===== config.mk =====
export PLATFORM = sky130hd
export DESIGN_NAME = qam_hard_demapper
export DESIGN_NICKNAME = d
export VERILOG_FILES = /design/src/sv/qhd_pkg.sv /design/src/sv/qhd_threshold.sv /design/src/sv/qhd_decide.sv /design/src/sv/qam_hard_demapper.sv
export SDC_FILE = /design/constraint.sdc
export NUM_CORES = 1
export LEC_CHECK = 0
export ABC_AREA = 1
export BUFFER_PORTS_ARGS = -buffer_cell sky130_fd_sc_hd__buf_2
export CORE_UTILIZATION = 59
export CTS_CLUSTER_DIAMETER = 200
export DETAILED_ROUTE_END_ITERATION = 16
export PLACE_DENSITY = 0.86
export SLEW_MARGIN = 20
export SYNTH_ARGS = -nofsm -noshare
export SYNTH_HDL_FRONTEND = slang
export SYNTH_SLANG_ARGS = --single-unit

===== constraint.sdc =====
create_clock -name clk_i -period 6.4 [get_ports clk_i]
set_clock_uncertainty 0.05 [all_clocks]
set_input_delay 1.28 -clock clk_i [delete_from_list [all_inputs] [get_ports clk_i]]
set_output_delay 1.28 -clock clk_i [all_outputs]
set_load 0.02 [all_outputs]

===== src/sv/qhd_pkg.sv =====
// Package for the hard-decision QAM demapper.
// Holds modulation codes, unit thresholds, the symbol struct and helpers.
// No dependencies.
package qhd_pkg;

  localparam int unsigned SampleWidth = 16;
  localparam int unsigned ScaleWidth  = 16;
  localparam int unsigned UnitWidth   = 12;
  localparam int unsigned OrderWidth  = 4;
  localparam int unsigned BitsWidth   = 8;
  localparam int unsigned CmpWidth    = 19;
  localparam int unsigned FracBits    = 12;

  localparam logic [OrderWidth-1:0] BpsQpsk   = 4'd2;
  localparam logic [OrderWidth-1:0] BpsQam16  = 4'd4;
  localparam logic [OrderWidth-1:0] BpsQam64  = 4'd6;
  localparam logic [OrderWidth-1:0] BpsQam256 = 4'd8;
  localparam logic [OrderWidth-1:0] BpsReset  = BpsQpsk;

  localparam logic [UnitWidth-1:0] UnitQam16  = 12'd2591;
  localparam logic [UnitWidth-1:0] UnitQam64  = 12'd1264;
  localparam logic [UnitWidth-1:0] UnitQam256 = 12'd628;

  typedef struct packed {
    logic [SampleWidth-1:0] ax;
    logic [SampleWidth-1:0] ay;
    logic                   x_neg;
    logic                   y_neg;
    logic                   y_zero;
  } qhd_sym_t;

  function automatic logic [UnitWidth-1:0] unit_of(input logic [OrderWidth-1:0] order);
    logic [UnitWidth-1:0] u;
    unique case (order)
      BpsQam16:  u = UnitQam16;
      BpsQam64:  u = UnitQam64;
      BpsQam256: u = UnitQam256;
      default:   u = '0;
    endcase
    return u;
  endfunction

  function automatic logic signed [CmpWidth-1:0] abs_c(input logic signed [CmpWidth-1:0] v);
    return v[CmpWidth-1] ? -v : v;
  endfunction

endpackage


===== src/sv/qhd_threshold.sv =====
// Base threshold of the hard demapper: unit constant times channel scale
// (the unit alone when the scale is zero). Depends on qhd_pkg.
module qhd_threshold import qhd_pkg::*; (
  input  logic [OrderWidth-1:0]  order_i,
  input  logic [ScaleWidth-1:0]  scale_i,
  output logic [SampleWidth-1:0] thresh_o
);

  logic [UnitWidth-1:0]            unit;
  logic [UnitWidth+ScaleWidth-1:0] prod;

  assign unit = unit_of(order_i);
  assign prod = unit * scale_i;

  always_comb begin
    if (scale_i == '0) begin
      thresh_o = SampleWidth'(unit);
    end else begin
      thresh_o = prod[FracBits +: SampleWidth];
    end
  end

endmodule


===== src/sv/qhd_decide.sv =====
// Hard-decision logic: sign tests and folded-magnitude compares.
// Depends on qhd_pkg.
module qhd_decide import qhd_pkg::*; (
  input  logic [OrderWidth-1:0]  order_i,
  input  qhd_sym_t               sym_i,
  input  logic [SampleWidth-1:0] thresh_i,
  output logic [BitsWidth-1:0]   bits_o
);

  logic signed [CmpWidth-1:0] ax, ay, a1, a2, a3, a4, fx, fy;

  assign ax = $signed(CmpWidth'(sym_i.ax));
  assign ay = $signed(CmpWidth'(sym_i.ay));
  assign a1 = $signed(CmpWidth'(thresh_i));
  assign a2 = a1 <<< 1;
  assign a3 = a2 + a1;
  assign a4 = a1 <<< 2;
  assign fx = abs_c(ax - a4);
  assign fy = abs_c(ay - a4);

  always_comb begin
    bits_o = '0;
    unique case (order_i)
      BpsQpsk: begin
        bits_o[0] = sym_i.y_neg;
        bits_o[1] = !sym_i.x_neg;
      end
      BpsQam16: begin
        bits_o[0] = ay <= a1;
        bits_o[1] = sym_i.y_neg;
        bits_o[2] = ax <= a1;
        bits_o[3] = !sym_i.x_neg;
      end
      BpsQam64: begin
        bits_o[0] = (ay >= a1) && (ay <= a3);
        bits_o[1] = ay <= a2;
        bits_o[2] = sym_i.y_neg || sym_i.y_zero;
        bits_o[3] = (ax >= a1) && (ax <= a3);
        bits_o[4] = ax <= a2;
        bits_o[5] = !sym_i.x_neg;
      end
      BpsQam256: begin
        bits_o[0] = abs_c(fy - a2) <= a1;
        bits_o[1] = fy <= a2;
        bits_o[2] = ay <= a4;
        bits_o[3] = sym_i.y_neg || sym_i.y_zero;
        bits_o[4] = abs_c(fx - a2) <= a1;
        bits_o[5] = fx <= a2;
        bits_o[6] = ax <= a4;
        bits_o[7] = !sym_i.x_neg;
      end
      default: bits_o = '0;
    endcase
  end

endmodule


===== src/sv/qam_hard_demapper.sv =====
// Top level of the hard-decision Gray QAM demapper.
// Depends on qhd_pkg, qhd_threshold and qhd_decide.
//
// The block takes one symbol word per clock unless stalled and returns one word
// of hard bits per symbol, via an input register, a register after the threshold
// multiplier, and the result register. Stages advance whenever the next one is
// free, so a stalled output only stops input once all stages are full. Write the
// modulation order over the configuration channel only while no word is in flight
// (not enforced by the block); it resets to QPSK, unsupported orders give zeros.
module qam_hard_demapper import qhd_pkg::*; (
  input  logic        clk_i,
  input  logic        rst_ni,
  input  logic        cfg_valid_i,
  output logic        cfg_ready_o,
  input  logic [3:0]  cfg_data_i,     // bits_per_symbol
  input  logic        s_axis_tvalid,
  output logic        s_axis_tready,
  input  logic [47:0] s_axis_tdata,   // in_phase, quadrature, channel_scale
  output logic        m_axis_tvalid,
  input  logic        m_axis_tready,
  output logic [7:0]  m_axis_tdata    // hard_bits
);

  logic [OrderWidth-1:0] order_q;

  logic                   v1_q, v2_q, v3_q;
  logic                   adv1, adv2, adv3;
  logic [SampleWidth-1:0] x_q, y_q;
  logic [ScaleWidth-1:0]  s_q;
  qhd_sym_t               sym_d, sym_q;
  logic [SampleWidth-1:0] thr_d, thr_q;
  logic [BitsWidth-1:0]   bits_d, bits_q;

  assign cfg_ready_o = 1'b1;

  assign adv3 = !v3_q || m_axis_tready;
  assign adv2 = !v2_q || adv3;
  assign adv1 = !v1_q || adv2;
  assign s_axis_tready = adv1;

  assign sym_d.x_neg  = x_q[SampleWidth-1];
  assign sym_d.y_neg  = y_q[SampleWidth-1];
  assign sym_d.y_zero = (y_q == '0);
  assign sym_d.ax     = x_q[SampleWidth-1] ? (~x_q + 1'b1) : x_q;
  assign sym_d.ay     = y_q[SampleWidth-1] ? (~y_q + 1'b1) : y_q;

  qhd_threshold u_threshold (
    .order_i  (order_q),
    .scale_i  (s_q),
    .thresh_o (thr_d)
  );

  qhd_decide u_decide (
    .order_i  (order_q),
    .sym_i    (sym_q),
    .thresh_i (thr_q),
    .bits_o   (bits_d)
  );

  always_ff @(posedge clk_i or negedge rst_ni) begin
    if (!rst_ni) begin
      order_q <= BpsReset;
      v1_q    <= 1'b0;
      v2_q    <= 1'b0;
      v3_q    <= 1'b0;
    end else begin
      if (cfg_valid_i) begin
        order_q <= cfg_data_i;
      end
      if (adv1) begin
        v1_q <= s_axis_tvalid;
      end
      if (adv2) begin
        v2_q <= v1_q;
      end
      if (adv3) begin
        v3_q <= v2_q;
      end
    end
  end

  always_ff @(posedge clk_i) begin
    if (adv1 && s_axis_tvalid) begin
      x_q <= s_axis_tdata[15:0];
      y_q <= s_axis_tdata[31:16];
      s_q <= s_axis_tdata[47:32];
    end
    if (adv2 && v1_q) begin
      sym_q <= sym_d;
      thr_q <= thr_d;
    end
    if (adv3 && v2_q) begin
      bits_q <= bits_d;
    end
  end

  assign m_axis_tvalid = v3_q;
  assign m_axis_tdata  = bits_q;

endmodule

==> flow_summary.toml <==
[run_status]
status = "finished clean"

[placement]
place_area_um2 = 19500
port_buffers = 66
routabilityCongestion = 1.003
dpl.cell_count = 2888
place_ws_ns = 0.1676
dp_hpwl_um = 43480

[floorplanning]
ioPinCount = 68
core_area_um2 = 30590
rows = 64
die_h_um = 178.1
die-area_um2 = 31740
initial_core_util_pct = 59.85
die_w_um = 178.1

[setup_path]
worst-path-buf-inv = 1
start_kind = "flip-flop"
critical_path.cell_chain = "nor2_1, nand2_1, buf_4, nor2_1, fa_1, fa_1, fa_1, fa_1, fa_1, ha_1, a21oi_1, o21ai_0, a21oi_1, o21ai_1, nand2_1, o211ai_1, a21o_1, nand2_1, nand3_1, nand2_1, nor2_1"
critPathMaxStageDelay_ns = 0.58
crit_type = "flip-flop to flip-flop"
worstReg2RegStart = "order_q[0]"
cp_max_fo = 16
worstPathRequired_ns = 6.54
end_kind = "flip-flop"
cp_top_family = "adder cells"
crit_start = "order_q[0]"
slowest_stage = "fa_1"
crit_top_cell = "fa_1"
cp.arrival_ns = 6.26

[synthesis]
synth_cell_type_count = 59
syn_area_um2 = 18310
async_flop_share_pct = 6.140
synth_area_leaders = "ha_1, edfxtp_1, fa_1, nand2_1, inv_1"
ys_ff_latch = 114
yosys_warnings = 0
synth_area_leader_cell = "ha_1"
yosysSeqAreaShare_pct = 18.52
syn_area_per_cell_um2 = 7.682
syn_nets = 2851
synth_edf_count = 107
ys.flop_type = "edfxtp_1"
synth_cells = 2383
synth_top_cell_area_share_pct = 19.34

[cells_and_area]
fin_nets = 2996
instances_no_fill = 2937
fillCellCount = 2615
area_growth_pct = 11.44
n_antenna_cell = 0
drive_gt1_share_pct = 11.57
final_area_um2 = 20400

[cts]
clock_sinks = 114
clk_path_buf_depth = 2
cts.reportedPaths.clkPinSlew_ns = 0.07
clk_latency_ns = 0.45
cts_buffers = 17
htreeDepth = 4
root_buffer = "clkbuf_16"
cts_tree = "yes"
cts_hold_buf = 0

[worst_hold_path]
hp-start = "v2_q"
hold_path_class = "flip-flop to flip-flop"

[sta]
finalSetupViolCount = 0
hold_violations = 0
fmax_mhz = 163.3
fin_ws_ns = 0.2775
worst_slew_pin_slew_ns = 1.030
relSlewSlack_pct = 31.35
holdWs_ns = 0.4129
post-route-period-util_pct = 95.66
rsz0062_at_grt = "yes"
slew_viol_final = 0
post-route-min-period_ns = 6.123

[route]
wl_um = 53250
drtPass1Iterations = 6
via_per_inst = 5.785
antenna_left = 0
wire_per_inst_um = 18.13
routed-via-count = 16990
drc = 0
drt_iter0_drc = 1552

[global_route]
grt_pass1_vias = 16310
grt_max_degree = 52
grt_pass1_wl_um = 83460
grt_usage_pct = 34.26
antenna_found_initial = 0
overflow = 0

[job]
cap_violations = 0
[cells in the mapped netlist (11+ instances only)]
library cell,count
nand2_1,483
inv_1,352
nand3b_1,12
nor2_2,14
nand2_2,30
nor2_1,282
o21ai_0,75
edfxtp_1,107
ha_1,283
xnor2_1,31
nor4_1,11
xor2_1,86
a21oi_1,146
o21bai_1,13
nand4_1,50
nor3_1,36
fa_1,128
nand3_1,113
[sequential cells by signal, indices dropped and copies added (netlist names), 4 cells and up]
signal / count
x_q: 16
sym_q: 35
m_axis_tdata: 8
order_q: 4
thr_q: 16
y_q: 16
s_q: 16
[path summary, 6_finish.rpt]
| path | to | slack (ns) | cells past startpoint |
|---|---|---|---|
| hold / removal | m_axis_tvalid | 0.41 | 2 |
| setup / recovery | thr_q[15] | 0.28 | 21 |
| min in group asynchronous | m_axis_tvalid | 0.64 | 1 |
| hold reg to reg | m_axis_tvalid | 0.41 | 2 |
| setup reg to reg | thr_q[15] | 0.28 | 21 |
| max in group asynchronous | order_q[1] | 5.40 | 1 |
[repair_timing]
| action | in CTS | in global routing |
|---|---|---|
| setup endpoints to repair | 0 | 6 |
| setup buffers | 0 | 17 |
| resized for setup | 0 | 51 |
[metrics by stage]
step	utilization [%]	setup TNS, ns
global placement	63.76	0
floorplan	-	0
detailed placement	63.76	0
finish	66.69	0
global route	66.69	-0.1314
CTS	65.80	0
[cell families (layout without fill, tap and decap cells)]
kind of cell	Yosys count	in the layout	share of synthesized area, %
AND/OR/NAND/NOR	1062	1062	25.18
adder cells (fa/ha/maj)	411	411	33.34
buffers and inverters	379	537	7.881
AO/OA/AOI/OAI	295	295	9.138
XOR/XNOR	120	120	5.864
flip-flops	114	114	18.52
other	1	1	0.02048
multiplexers	1	1	0.06151
[cells in the final DEF (no fill, tap or decap), types with 15 or more instances in the layout]
| master | n |
|---|---|
| a21oi_1 | 142 |
| buf_2 | 67 |
| buf_4 | 73 |
| clkbuf_16 | 17 |
| edfxtp_1 | 107 |
| fa_1 | 125 |
| ha_1 | 279 |
| inv_1 | 344 |
| inv_2 | 15 |
| nand2_1 | 482 |
| nand2_2 | 29 |
| nand3_1 | 112 |
| nand4_1 | 50 |
| nor2_1 | 271 |
| nor2_2 | 24 |
| nor3_1 | 33 |
| o21ai_0 | 70 |
| xnor2_1 | 30 |
| xor2_1 | 86 |
[worst register-to-register path, delay by kind of cell (launching register included)]
family	cells	cell delay, ns
AOI/OAI and AO/OA	6	1.08
DFF	1	0.41
and+or+nand+nor	8	1.21
adders and majority gates	6	2.91
buffers and inverters	1	0.22
[layer usage]
metal	vias to the layer above	global-route usage, %	share of wire, %
li1	8191	-	-
met1	7952	46.41	42
met2	720	55.32	46
met3	127	6.053	8.5
met4	0	11.15	3.3
met5	-	0	0
[area by class of cell]
| class | count | area (um2) | area share [%] |
|---|---|---|---|
| Tap cell | 396 | 495.5 | 2.429 |
| Clock inverter | 15 | 197.7 | 0.9690 |
| Multi-Input combinational cell | 1890 | 13620 | 66.74 |
| Clock buffer | 17 | 425.4 | 2.085 |
| Inverter | 364 | 1374 | 6.734 |
| Timing Repair Buffer | 141 | 903.4 | 4.428 |
| Sequential cell | 114 | 3390 | 16.61 |
Power is not shown: default switching activity piles up to over one toggle a cycle in this logic, so the estimate is an artifact.
